[src/rtl/core/rmf_pkg.sv]
package rmf_pkg;

	localparam int unsigned CFG_INDEX_W = 2;
	localparam int unsigned CFG_DATA_W  = 16;

	typedef enum logic [CFG_INDEX_W-1:0] {
		REG_LINK_OPEN     = 2'd0,
		REG_DEVICE_ADDR   = 2'd1,
		REG_SETPOINT_REG  = 2'd2,
		REG_PRESENT_REG   = 2'd3
	} cfg_reg_t;

	localparam logic        LINK_OPEN_RST    = 1'b0;
	localparam logic [7:0]  DEVICE_ADDR_RST  = 8'h01;
	localparam logic [15:0] SETPOINT_REG_RST = 16'd300;
	localparam logic [15:0] PRESENT_REG_RST  = 16'h0000;

	localparam logic        OP_READ          = 1'b0;
	localparam logic        OP_WRITE         = 1'b1;
	localparam logic [7:0]  FC_READ_HOLDING  = 8'h03;
	localparam logic [7:0]  FC_WRITE_SINGLE  = 8'h06;
	localparam logic [15:0] READ_COUNT       = 16'h0001;

	localparam logic [15:0] CRC_INIT = 16'hFFFF;
	localparam logic [15:0] CRC_POLY = 16'hA001;

	localparam logic [2:0]  IDX_CRC_LO = 3'd6;
	localparam logic [2:0]  IDX_LAST   = 3'd7;

	// first six bytes of a request; the CRC is appended by the emitter
	typedef struct packed {
		logic [7:0] addr;
		logic [7:0] fc;
		logic [7:0] reg_hi;
		logic [7:0] reg_lo;
		logic [7:0] data_hi;
		logic [7:0] data_lo;
	} frame_head_t;

	// one byte through the reflected CRC-16/MODBUS
	function automatic logic [15:0] crc_byte(input logic [15:0] crc_in, input logic [7:0] data);
		logic [15:0] c;
		c = crc_in ^ {8'h00, data};
		for (int b = 0; b < 8; b++) begin
			if (c[0])
				c = (c >> 1) ^ CRC_POLY;
			else
				c = c >> 1;
		end
		return c;
	endfunction

endpackage

[src/rtl/core/rmf_ifs.sv]
interface rmf_cmd_if;
	logic               valid;
	logic               ready;
	logic               operation;
	logic signed [15:0] setpoint_tenths;

	modport source (output valid, operation, setpoint_tenths, input ready);
	modport sink   (input valid, operation, setpoint_tenths, output ready);
endinterface

interface rmf_rsp_if;
	logic       valid;
	logic       ready;
	logic [7:0] tx_byte;
	logic       last_byte;

	modport source (output valid, tx_byte, last_byte, input ready);
	modport sink   (input valid, tx_byte, last_byte, output ready);
endinterface

interface rmf_cfg_if;
	logic                             valid;
	logic                             ready;
	logic [rmf_pkg::CFG_INDEX_W-1:0]  index;
	logic [rmf_pkg::CFG_DATA_W-1:0]   data;

	modport source (output valid, index, data, input ready);
	modport sink   (input valid, index, data, output ready);
endinterface

[src/rtl/core/rmf_front.sv]
module rmf_front (
	input  logic                 clk,
	input  logic                 arst_n,
	rmf_cmd_if.sink              cmd,
	rmf_cfg_if.sink              cfg,
	output logic                 push_valid,
	input  logic                 push_ready,
	output rmf_pkg::frame_head_t push_head
);

	logic        link_open_q;
	logic [7:0]  device_addr_q;
	logic [15:0] setpoint_reg_q;
	logic [15:0] present_reg_q;
	logic        keep;

	assign cfg.ready = 1'b1;

	always_ff @(posedge clk or negedge arst_n) begin
		if (!arst_n) begin
			link_open_q    <= rmf_pkg::LINK_OPEN_RST;
			device_addr_q  <= rmf_pkg::DEVICE_ADDR_RST;
			setpoint_reg_q <= rmf_pkg::SETPOINT_REG_RST;
			present_reg_q  <= rmf_pkg::PRESENT_REG_RST;
		end else if (cfg.valid) begin
			unique case (rmf_pkg::cfg_reg_t'(cfg.index))
				rmf_pkg::REG_LINK_OPEN:    link_open_q    <= cfg.data[0];
				rmf_pkg::REG_DEVICE_ADDR:  device_addr_q  <= cfg.data[7:0];
				rmf_pkg::REG_SETPOINT_REG: setpoint_reg_q <= cfg.data;
				rmf_pkg::REG_PRESENT_REG:  present_reg_q  <= cfg.data;
				default: ;
			endcase
		end
	end

	// closed link or a zero setpoint write: transfer taken, nothing queued
	always_comb begin
		keep = link_open_q &&
			!(cmd.operation == rmf_pkg::OP_WRITE && cmd.setpoint_tenths == 16'sd0);
		push_head.addr = device_addr_q;
		if (cmd.operation == rmf_pkg::OP_WRITE) begin
			push_head.fc      = rmf_pkg::FC_WRITE_SINGLE;
			push_head.reg_hi  = setpoint_reg_q[15:8];
			push_head.reg_lo  = setpoint_reg_q[7:0];
			push_head.data_hi = cmd.setpoint_tenths[15:8];
			push_head.data_lo = cmd.setpoint_tenths[7:0];
		end else begin
			push_head.fc      = rmf_pkg::FC_READ_HOLDING;
			push_head.reg_hi  = present_reg_q[15:8];
			push_head.reg_lo  = present_reg_q[7:0];
			push_head.data_hi = rmf_pkg::READ_COUNT[15:8];
			push_head.data_lo = rmf_pkg::READ_COUNT[7:0];
		end
	end

	assign cmd.ready  = push_ready;
	assign push_valid = cmd.valid && keep;

endmodule

[src/rtl/core/rmf_queue.sv]
module rmf_queue #(
	parameter int unsigned DEPTH = 2
) (
	input  logic                         clk,
	input  logic                         arst_n,
	input  logic                         push_valid,
	output logic                         push_ready,
	input  rmf_pkg::frame_head_t         push_head,
	output logic                         pop_valid,
	input  logic                         pop_ready,
	output rmf_pkg::frame_head_t         pop_head,
	output logic [$clog2(DEPTH+1)-1:0]   level
);

	localparam int unsigned AW = (DEPTH > 1) ? $clog2(DEPTH) : 1;
	localparam int unsigned CW = $clog2(DEPTH + 1);

	rmf_pkg::frame_head_t entry_q [DEPTH];
	logic [AW-1:0]        wr_ptr_q;
	logic [AW-1:0]        rd_ptr_q;
	logic [CW-1:0]        count_q;
	logic                 do_push;
	logic                 do_pop;

	assign push_ready = count_q != CW'(DEPTH);
	assign pop_valid  = count_q != '0;
	assign pop_head   = entry_q[rd_ptr_q];
	assign level      = count_q;
	assign do_push    = push_valid && push_ready;
	assign do_pop     = pop_valid && pop_ready;

	always_ff @(posedge clk) begin
		if (do_push)
			entry_q[wr_ptr_q] <= push_head;
	end

	always_ff @(posedge clk or negedge arst_n) begin
		if (!arst_n) begin
			wr_ptr_q <= '0;
			rd_ptr_q <= '0;
			count_q  <= '0;
		end else begin
			if (do_push)
				wr_ptr_q <= (wr_ptr_q == AW'(DEPTH - 1)) ? '0 : wr_ptr_q + 1'b1;
			if (do_pop)
				rd_ptr_q <= (rd_ptr_q == AW'(DEPTH - 1)) ? '0 : rd_ptr_q + 1'b1;
			if (do_push && !do_pop)
				count_q <= count_q + 1'b1;
			else if (do_pop && !do_push)
				count_q <= count_q - 1'b1;
		end
	end

endmodule

[src/rtl/core/rmf_back.sv]
module rmf_back (
	input  logic                 clk,
	input  logic                 arst_n,
	input  logic                 pop_valid,
	output logic                 pop_ready,
	input  rmf_pkg::frame_head_t pop_head,
	rmf_rsp_if.source            rsp
);

	rmf_pkg::frame_head_t head_q;
	logic                 busy_q;
	logic [2:0]           idx_q;
	logic [15:0]          crc_q;
	logic                 out_valid_q;
	logic [7:0]           out_byte_q;
	logic                 out_last_q;
	logic                 advance;
	logic [7:0]           cur_byte;

	assign advance   = !out_valid_q || rsp.ready;
	// next frame is taken while the final byte is loaded, or whenever the emitter is idle
	assign pop_ready = advance && (!busy_q || idx_q == rmf_pkg::IDX_LAST);

	always_comb begin
		case (idx_q)
			3'd0:    cur_byte = head_q.addr;
			3'd1:    cur_byte = head_q.fc;
			3'd2:    cur_byte = head_q.reg_hi;
			3'd3:    cur_byte = head_q.reg_lo;
			3'd4:    cur_byte = head_q.data_hi;
			3'd5:    cur_byte = head_q.data_lo;
			3'd6:    cur_byte = crc_q[7:0];
			default: cur_byte = crc_q[15:8];
		endcase
	end

	always_ff @(posedge clk) begin
		if (advance && busy_q) begin
			out_byte_q <= cur_byte;
			out_last_q <= idx_q == rmf_pkg::IDX_LAST;
		end
		if (pop_valid && pop_ready)
			head_q <= pop_head;
	end

	always_ff @(posedge clk or negedge arst_n) begin
		if (!arst_n) begin
			busy_q      <= 1'b0;
			idx_q       <= '0;
			crc_q       <= rmf_pkg::CRC_INIT;
			out_valid_q <= 1'b0;
		end else if (advance) begin
			out_valid_q <= busy_q;
			if (busy_q && idx_q != rmf_pkg::IDX_LAST) begin
				idx_q <= idx_q + 1'b1;
				// CRC runs alongside the header bytes, ready by byte six
				if (idx_q < rmf_pkg::IDX_CRC_LO)
					crc_q <= rmf_pkg::crc_byte(crc_q, cur_byte);
			end else if (pop_valid) begin
				busy_q <= 1'b1;
				idx_q  <= '0;
				crc_q  <= rmf_pkg::CRC_INIT;
			end else begin
				busy_q <= 1'b0;
			end
		end
	end

	assign rsp.valid     = out_valid_q;
	assign rsp.tx_byte   = out_byte_q;
	assign rsp.last_byte = out_last_q;

endmodule

[src/rtl/core/modbus_rtu_request_framer.sv]
// Modbus RTU request framer.
// cmd: one command per transfer (operation, setpoint_tenths). A read gives
//   address, 0x03, present register, count 1; a write gives address, 0x06,
//   setpoint register and the setpoint. Each frame ends in CRC-16/MODBUS,
//   low byte first.
// rsp: eight transfers per frame, one byte each, last_byte on the eighth.
// cfg: register writes (link_open, device_address, setpoint_register,
//   present_register), always ready; to be written only while the block is
//   idle, not enforced by the block. A command is dropped (transfer taken,
//   no bytes) when the link is closed or a write carries a zero setpoint.
// A command passes a queue entry, the header register and the output register
//   before its first byte. Throughput: one byte per cycle while rsp is ready,
//   set by the byte-wide result channel; CRC folds in with each header byte.
// A queue of QUEUE_DEPTH commands sits between the command front and the byte
//   emitter; cmd.ready drops only when it is full.
// A stalled rsp holds its byte in the output register; the emitter and then
//   the queue back up behind it.
// Reset: registers to their defaults (link closed, address 1, setpoint
//   register 300, present register 0); queue and emitter empty.
module modbus_rtu_request_framer #(
	parameter int unsigned QUEUE_DEPTH = 2
) (
	input  logic       clk,
	input  logic       arst_n,
	rmf_cmd_if.sink    cmd,
	rmf_rsp_if.source  rsp,
	rmf_cfg_if.sink    cfg
);

	logic                             push_valid;
	logic                             push_ready;
	rmf_pkg::frame_head_t             push_head;
	logic                             pop_valid;
	logic                             pop_ready;
	rmf_pkg::frame_head_t             pop_head;
	logic [$clog2(QUEUE_DEPTH+1)-1:0] level;

	rmf_front u_front (
		.clk        (clk),
		.arst_n     (arst_n),
		.cmd        (cmd),
		.cfg        (cfg),
		.push_valid (push_valid),
		.push_ready (push_ready),
		.push_head  (push_head)
	);

	rmf_queue #(
		.DEPTH (QUEUE_DEPTH)
	) u_queue (
		.clk        (clk),
		.arst_n     (arst_n),
		.push_valid (push_valid),
		.push_ready (push_ready),
		.push_head  (push_head),
		.pop_valid  (pop_valid),
		.pop_ready  (pop_ready),
		.pop_head   (pop_head),
		.level      (level)
	);

	rmf_back u_back (
		.clk       (clk),
		.arst_n    (arst_n),
		.pop_valid (pop_valid),
		.pop_ready (pop_ready),
		.pop_head  (pop_head),
		.rsp       (rsp)
	);

	a_queue_bound: assert property (@(posedge clk) disable iff (!arst_n)
		level <= ($clog2(QUEUE_DEPTH+1))'(QUEUE_DEPTH))
		else $error("queue level beyond depth");

	a_push_on_cmd: assert property (@(posedge clk) disable iff (!arst_n)
		push_valid && push_ready |-> cmd.valid && cmd.ready)
		else $error("queue push without a command transfer");

	a_empty_no_pop: assert property (@(posedge clk) disable iff (!arst_n)
		level == '0 && !(push_valid && push_ready) |=> !pop_valid)
		else $error("queue offers an entry it never received");

endmodule

[src/flat_wrapper.sv]
// flat-port wrapper written by rule: the top's interface ports become plain ports
module modbus_rtu_request_framer_flat 
#(
	parameter int unsigned QUEUE_DEPTH = 2
)
  (clk, arst_n, cmd_valid, cmd_operation, cmd_setpoint_tenths, cmd_ready, rsp_valid, rsp_tx_byte, rsp_last_byte, rsp_ready, cfg_valid, cfg_index, cfg_data, cfg_ready);
  rmf_cmd_if cmd_i ();
  rmf_rsp_if rsp_i ();
  rmf_cfg_if cfg_i ();
  input  logic clk;
  input  logic arst_n;
  input wire logic [$bits(cmd_i.valid)-1:0] cmd_valid;
  input wire logic [$bits(cmd_i.operation)-1:0] cmd_operation;
  input wire logic [$bits(cmd_i.setpoint_tenths)-1:0] cmd_setpoint_tenths;
  output wire logic [$bits(cmd_i.ready)-1:0] cmd_ready;
  output wire logic [$bits(rsp_i.valid)-1:0] rsp_valid;
  output wire logic [$bits(rsp_i.tx_byte)-1:0] rsp_tx_byte;
  output wire logic [$bits(rsp_i.last_byte)-1:0] rsp_last_byte;
  input wire logic [$bits(rsp_i.ready)-1:0] rsp_ready;
  input wire logic [$bits(cfg_i.valid)-1:0] cfg_valid;
  input wire logic [$bits(cfg_i.index)-1:0] cfg_index;
  input wire logic [$bits(cfg_i.data)-1:0] cfg_data;
  output wire logic [$bits(cfg_i.ready)-1:0] cfg_ready;
  assign cmd_i.valid = cmd_valid;
  assign cmd_i.operation = cmd_operation;
  assign cmd_i.setpoint_tenths = cmd_setpoint_tenths;
  assign cmd_ready = cmd_i.ready;
  assign rsp_valid = rsp_i.valid;
  assign rsp_tx_byte = rsp_i.tx_byte;
  assign rsp_last_byte = rsp_i.last_byte;
  assign rsp_i.ready = rsp_ready;
  assign cfg_i.valid = cfg_valid;
  assign cfg_i.index = cfg_index;
  assign cfg_i.data = cfg_data;
  assign cfg_ready = cfg_i.ready;
  modbus_rtu_request_framer #(.QUEUE_DEPTH(QUEUE_DEPTH)) u_core (.clk(clk), .arst_n(arst_n), .cmd(cmd_i), .rsp(rsp_i), .cfg(cfg_i));
endmodule
[config.mk]
export PLATFORM = sky130hd
export DESIGN_NAME = modbus_rtu_request_framer_flat
export DESIGN_NICKNAME = d
export VERILOG_FILES = /design/src/rtl/core/rmf_pkg.sv /design/src/rtl/core/rmf_ifs.sv /design/src/rtl/core/rmf_front.sv /design/src/rtl/core/rmf_queue.sv /design/src/rtl/core/rmf_back.sv /design/src/rtl/core/modbus_rtu_request_framer.sv /design/src/flat_wrapper.sv
export SDC_FILE = /design/constraint.sdc
export NUM_CORES = 1
export LEC_CHECK = 0
export BUFFER_PORTS_ARGS = -buffer_cell sky130_fd_sc_hd__clkbuf_2
export CORE_UTILIZATION = 45
export DETAILED_ROUTE_END_ITERATION = 7
export GPL_TIMING_DRIVEN = 0
export HOLD_SLACK_MARGIN = 0.12
export SYNTH_ARGS = -nofsm -noshare
export SYNTH_HDL_FRONTEND = slang
export SYNTH_HIERARCHICAL = 1
export SYNTH_SLANG_ARGS = --single-unit
[constraint.sdc]
create_clock -name clk -period 4.68 [get_ports clk]
set_input_delay 0.702 -clock clk [delete_from_list [all_inputs] [get_ports clk]]
set_output_delay 0.702 -clock clk [all_outputs]
set_load 0.1 [all_outputs]
[Word-level counts from Yosys, hierarchy flattened]
Memories as Yosys holds them, arrays and structs flattened. A register that Yosys moved wholly into a read port is not among the register bits.
Cells that the tools add are included.
W data, S select, Z words.
Cells by class
  $add $sub $neg: 5
  $lt $le $gt $ge: 1
  bitwise gates (word level): 10
  eq/ne operators: 13
  multiplexer cells: 43
  reductions and logical operators: 30
Operators with widths (count)
  $mux W16: 32
  $pmux W8 S7: 1
  $mux W35: 1
  $not A2 Y3: 8
  $logic_not A16 Y1: 1
  $xor A16 B8 Y16: 1
  $eq A3 B3 Y1 const B: 4
  $reduce_and A2 Y1: 6
  $logic_and A1 B1 Y1: 10
  $eq A3 B2 Y1 const B: 2
  $mux W3: 2
  $reduce_bool A2 Y1: 3
  $logic_not A1 Y1: 5
  $mux W1: 5
  $eq A2 B2 Y1 const B: 2
  $mux W2: 2
  $add A3 B1 Y3 const B: 1
  $eq A3 B1 Y1 const B: 1
  $logic_not A3 Y1: 1
  $lt A3 B3 Y1 const B: 1
  $ne A3 B3 Y1 const B: 1
  $reduce_and A3 Y1: 1
  $add A1 B1 Y1 const B: 2
  $add A2 B1 Y2 const B: 1
  7 further kinds: 8
Word-level totals
  memories kept: 1
  register bits after elaboration: 83
  word-level logic and storage cells: 117
  bits in writable memories: 86
Memories
  u_core.u_queue.entry_q: words 2, bits a word 43, rd ports 1, clocked after Yosys merged registers in 1, wr ports 1, RTL line rmf_queue.sv:18  | rmf_pkg::frame_head_t entry_q [DEPTH];

[Logic depth before layout (Yosys ltp)]
  depth after elaboration: 42
  depth in mapped cells: 14
  depth with buffers taken out: 10

[By module]
Netlist, hierarchy kept.
By module, submodules not included
  rmf_queue: instances 1, cells an instance 167, area an instance 3703.6 um^2
  rmf_back: instances 1, cells an instance 229, area an instance 3398.3 um^2
  rmf_front: instances 1, cells an instance 143, area an instance 1975.6 um^2

[Least setup slack after synthesis]
Ideal clock, no wire load.
  path type: input port to flip-flop
  from: in cmd_operation
  to: mem u_core/u_queue/entry_q[0][0] (netlist name) (enable)
  data arrival time: 3.279 ns
  slack: 0.947 ns
  cell stages on the path: 6
  setup time: 0.454 ns
  buffers on the path: 1
  cells stage by stage: clkbuf_1 -> nand2b_1 -> nor4_1 -> a21oi_1 -> nand2_1 -> nor2_1
On the way
  longest elaborated chain between the ends: 7
Ends and longest elaborated chain
  from (decl): RTL line flat_wrapper.sv:13  | input wire logic [$bits(cmd_i.operation)-1:0] cmd_operation;
  $logic_and A1 B1 Y1: RTL line rmf_front.sv:39  | !(cmd.operation == rmf_pkg::OP_WRITE && cmd.setpoint_tenths == 16'sd0);
  $logic_not A1 Y1: RTL line rmf_front.sv:39
  $logic_and A1 B1 Y1: RTL line rmf_front.sv:38  | keep = link_open_q &&
  $logic_and A1 B1 Y1: RTL line rmf_front.sv:57  | assign push_valid = cmd.valid && keep;
  via u_core.push_valid: RTL line modbus_rtu_request_framer.sv:30  | logic push_valid;
  $logic_and A1 B1 Y1: RTL line rmf_queue.sv:29  | assign do_push = push_valid && push_ready;
  $mux W1: RTL line rmf_queue.sv:33  | if (do_push)
  $mux W1 (not written as such): RTL line rmf_queue.sv:34  | entry_q[wr_ptr_q] <= push_head;
  to (decl): RTL line rmf_queue.sv:18
The timed path passes the listed nets, and every way through them passes these cells.

[Worst setup path after layout]
  from: reg u_core.u_back.idx_q[2]
  to: reg u_core.u_back.crc_q[14]
RTL lines
  from (decl): RTL line rmf_back.sv:12  | logic [2:0] idx_q;
  from (signal assigned): RTL line rmf_back.sv:55  | idx_q <= idx_q + 1'b1;
  $eq A3 B3 Y1 (tied with other cells): RTL line rmf_back.sv:25  | case (idx_q)
  $pmux W8 S7 *: RTL line rmf_back.sv:25
  via u_core.u_back.cur_byte[0]: RTL line rmf_back.sv:18  | logic [7:0] cur_byte;
  $xor A16 B8 Y16 *: RTL line rmf_pkg.sv:43  | c = crc_in ^ {8'h00, data};
  $mux W16 *: RTL line rmf_pkg.sv:45  | if (c[0])
  $mux W16 *: RTL line rmf_back.sv:57  | if (idx_q < rmf_pkg::IDX_CRC_LO)
  $mux W16 *: RTL line rmf_back.sv:54  | if (busy_q && idx_q != rmf_pkg::IDX_LAST) begin
  $mux W16 *: RTL line rmf_back.sv:52  | end else if (advance) begin
  (+19 left out)
  $mux W16 *: RTL line rmf_back.sv:52
  $mux W16 *: RTL line rmf_pkg.sv:45
  $mux W16 *: RTL line rmf_back.sv:57
  $mux W16 *: RTL line rmf_back.sv:54
  $mux W16 *: RTL line rmf_back.sv:52
  $mux W16 *: RTL line rmf_pkg.sv:45
  $mux W16 *: RTL line rmf_back.sv:57
  $mux W16 *: RTL line rmf_back.sv:54
  to (signal assigned): RTL line rmf_back.sv:50  | crc_q <= rmf_pkg::CRC_INIT;
  to (signal assigned): RTL line rmf_back.sv:58  | crc_q <= rmf_pkg::crc_byte(crc_q, cur_byte);
  to (signal assigned): RTL line rmf_back.sv:62  | crc_q <= rmf_pkg::CRC_INIT;
  to (decl): RTL line rmf_back.sv:13  | logic [15:0] crc_q;
The timed path passes the listed nets; every way through them passes the cells marked *. The select of a mux whose other input is x is not followed.
A chain may end at the register's enable or synchronous reset.

==> results.md <==
Run status:
- The run finished with clean final reports.

Timing:
- On the final layout, the worst hold slack is 0.352 ns.
- The period utilization is 0.793.
- The worst-case headroom to the max-slew limit is 0.369.
- The total setup violations reported at the end of the flow is 0.
- The final critical delay including setup and external delays is 3.71 ns.
- For the pin with the worst max-slew slack, the measured transition is 0.944 ns.
- Once routing completed, OpenROAD measured the worst setup slack at 0.971 ns.
- In the final timing run, aggregate negative setup slack is 0 ns.
- Setup repair after global routing left no endpoint under its margin.
- The max-slew violation count is 0.
- The final count of hold timing violations is 0.
- Derived from the worst setup path, the maximum achievable clock frequency is 0.270 GHz.
- The maximum clock skew at final layout is 0.00906 ns.

Global routing:
- The first global-routing pass estimated 26.5 mm of wire.
- The pin count of the biggest net entering global routing is 67.
- The leftover overflow at the end of global routing is 0.
- The initial antenna violation count is 0.
- In the global route stage, overall resource usage came out at 0.173.
- The via count of the first global-routing pass is 4,816.

Critical path:
- The depth of the worst register-to-register path is 13.
- The worst endpoint data arrival time is 4.15 ns.
- The launching instance or port of the critical path is u_core/u_back/idx_q[2]$_DFFE_PN0P_.
- The cell seen most often among critical-path stages is buf_6.
- The capturing point of the worst reg2reg path is u_core/u_back/crc_q[14]$_DFFE_PN1P_.
- The largest fanout on the critical path is 10.
- STA classifies the critical path endpoint as a flop.
- For this design, the slowest cell found on the critical path is or4_4.
- For this run, the slowest stage of the critical path takes 0.53 ns.
- In this run the register-to-register setup slack is 0.97 ns.
- Following the worst setup path forward leads to its endpoint at u_core/u_back/crc_q[14]$_DFFE_PN1P_.
- The startpoint of the worst register-to-register path is u_core/u_back/idx_q[2]$_DFFE_PN0P_.
- STA classifies the critical path startpoint as a flop.
- Walking the worst path, the cells encountered are buf_2, inv_1, ha_1, buf_6, or4_4, buf_6, buf_6, o32a_2, xnor2_4, xnor2_1, xnor3_2, xor2_1, a21oi_1.
- The critical path data required time is 5.12 ns.
- The classification of the worst setup path is reg2reg.

Routing:
- For this run, the detailed router's first-pass iteration total came to 4.
- The remaining antenna violation count is 0.
- The routed wire length per instance is 18.6 um.
- The detailed router finished its first iteration with 220 violations.
- Summed over all layers, the routed wires come to 16.9 mm.
- For this run, design rule violations remaining after detail routing come to 0.
- Using the TritonRoute via totals, the vias-per-cell ratio works out to 5.11.
- The number of vias after detailed routing is 4,622.

Clock tree:
- TritonCTS built the clock tree.
- The quantity of hold-fixing buffers added after cts is 0.
- The tree built by TritonCTS fans out to 219 sinks.
- Gates resized during post-CTS repair numbered 0.
- The insertion delay of the later-clocked pin in the worst-skew pair is 0.52 ns.
- The H-tree level count is 1.
- Clock-pin slew was measured on the worst setup and hold paths at 0.06 ns.
- In this run the deepest clock path goes through 3 buffers.
- The cell at the root of the clock tree is clkbuf_16.
- Counting the buffers created by CTS gives 24.
- The number of post-CTS setup repair buffers is 0.

Layout:
- The finished layout holds 905 standard cells, fillers aside.
- In the final layout, the share of cells above drive strength 1 is 0.422.
- At the end of the flow the core is filled with cells to 0.539.
- The layout net count is 669.
- The finished cells cover 0.0106 mm^2.
- The number of antenna diodes in the final layout is 0.
- Relative to the synthesized area, the layout overhead comes to 16.2%.

Yosys:
- Yosys mapped the design onto 53 distinct sky130hd cell types.
- The total standard cell area after synthesis is 0.00908 mm^2.
- The number of standard cells after synthesis is 539.
- The most repeated cell in the gate-level netlist after synthesis is edfxtp_1.
- In the post-synthesis netlist, the biggest area contributors are edfxtp_1 51%, mux2_2 13%, dfrtp_1 12%.
- The commonest register cell after synthesis is edfxtp_1.
- A synthesized cell averages 16.8 um^2.
- Yosys mapped a number of flops with a built-in enable equal to 153.
- Of the post-synthesis cell area, the dominant cell type holds 0.506.
- For this run, the register share of the synthesized area comes to 0.691.
- Of all cell types, the one taking the most synthesized area is edfxtp_1.
- By count the netlist is led by 153 x edfxtp_1, 102 x mux2_2, 45 x dfrtp_1, 21 x dfstp_2.
- During synthesis, Yosys emitted a total of 6 warnings.
- The async set-reset flop share out of synthesis is 0.301.
- Synthesis inferred 219 register bits.

Placed design:
- At the end of routability-driven placement, the weighted congestion stood at 0.804.
- The cell count after placement is 861.
- The placed instances occupy a cell area of 0.00975 mm^2.
- Detailed placement ended at an HPWL of 11.6 mm.
- OpenSTA, run right after detailed placement, puts the worst setup slack at 1.05 ns.
- The count of port buffers added during placement is 49.

Power:
- Across the VDD grid, the largest voltage drop is 0.533 mV.
- The analysis attributes to cell leakage a power of 3.92 nW.
- In this run the power density over the cells is 766 mW/mm^2.
- Summing internal, switching and leakage power gives 8.08 mW.

Die:
- The y dimension of the die is 144 um.
- The die outline area is 0.0207 mm^2.
- The region available for standard cell placement spans 0.0196 mm^2.
- The starting utilization of the core area is 0.463.
- 52 I/O pins were placed.
- In this run the core area contains 51 standard-cell rows.
- Measured along the x axis, the die boundary spans 144 um.

Min path:
- The worst hold path belongs to the class in2async.

Run:
- The number of max-cap violations is 0.
## cell families after synthesis
| family | synth area share |
|---|---|
| DFF | 0.691 |
| muxes | 0.145 |
| and+or+nand+nor | 0.0480 |
| AOI/OAI and AO/OA | 0.0484 |
| buffers and inverters | 0.0266 |
| xor gates and xnor gates | 0.0303 |
| adders and majority gates | 0.00965 |
| other | 0.000827 |
## sequential cells by signal, summed over array words and instances, names as in the netlist, 3 cells and up
register	flops
u_core/u_front/setpoint_reg_q	16
u_core/u_queue/entry_q	96
u_core/u_front/device_addr_q	8
u_core/u_back/crc_q	16
u_core/u_back/idx_q	3
u_core/u_back/head_q	48
u_core/u_back/rsp.tx_byte	8
u_core/u_front/present_reg_q	16
## layout by cell type, fill, tap and decap left out, types with 4 or more instances in the layout
master,synthesis,routed
o21ai_0,7,7
buf_6,5,5
xnor2_1,17,17
nand2_1,15,15
inv_1,7,7
a221oi_1,6,6
clkbuf_1,5,8
buf_4,12,12
nor2_2,4,4
clkbuf_2,0,48
dfrtp_1,45,45
clkbuf_8,0,4
dfstp_2,21,21
xor2_1,6,6
a21oi_1,16,16
mux2_4,10,10
nor2_1,14,13
clkinv_2,0,6
mux2_2,102,102
ha_1,7,7
and2_1,17,16
o22a_1,6,6
conb_1,2,7
nand3_1,4,4
buf_2,7,7
a22oi_1,4,4
edfxtp_1,153,153
clkbuf_16,0,24
## worst min-delay path by stage
stage,startpoint,end
after global routing,cmd_operation,u_core/u_queue/entry_q[0][34]$_DFFE_PP_
after CTS,cmd_operation,u_core/u_queue/entry_q[0][34]$_DFFE_PP_
after floorplan,arst_n,u_core/u_back/busy_q$_DFFE_PN0P_
final,arst_n,u_core/u_front/present_reg_q[2]$_DFFE_PN0P_
after detailed placement,u_core/u_front/device_addr_q[1]$_DFFE_PN0P_,u_core/u_queue/entry_q[0][41]$_DFFE_PP_
after global placement,u_core/u_front/device_addr_q[4]$_DFFE_PN0P_,u_core/u_queue/entry_q[0][44]$_DFFE_PP_
## where the power goes
part / leakage [nW] / switching (mW) / internal (mW)
Clock: 0.394 / 0.736 / 1.12
Combinational: 1.36 / 1.80 / 1.45
Sequential: 2.16 / 0.231 / 2.74
Total: 3.92 / 2.76 / 5.32
## worst max-delay path, delay by kind of cell, from the launching register on
| kind | cells | cell delay [ns] |
|---|---|---|
| and+or+nand+nor | 1 | 0.53 |
| AOI/OAI and AO/OA | 2 | 0.42 |
| xor gates and xnor gates | 4 | 1.07 |
| buffers and inverters | 5 | 0.88 |
| adders and majority gates | 1 | 0.25 |
| DFF | 1 | 0.46 |
## layout make-up
cell class              instances  area (um^2)
plain buffers                  30          215
multi-input cells             288         2590
clock buffers                  31          667
flip-flops and latches        219         6270
inverters                       7         26.3
fillers                      1615         9040
clock inverters                13          130
well taps                     265          332
repair buffers                 52          315
## layer usage
metal / up-vias / GRT usage / wire length (um) / share of wire
met5: - / 0 / 0 / 0
met4: 0 / 0.0554 / 410 / 0.024
met3: 26 / 0.0321 / 653 / 0.039
met2: 90 / 0.286 / 8050 / 0.48
met1: 2321 / 0.231 / 7760 / 0.46
li1: 2185 / - / - / -
Note: power is estimated with default switching activity, not from simulation.
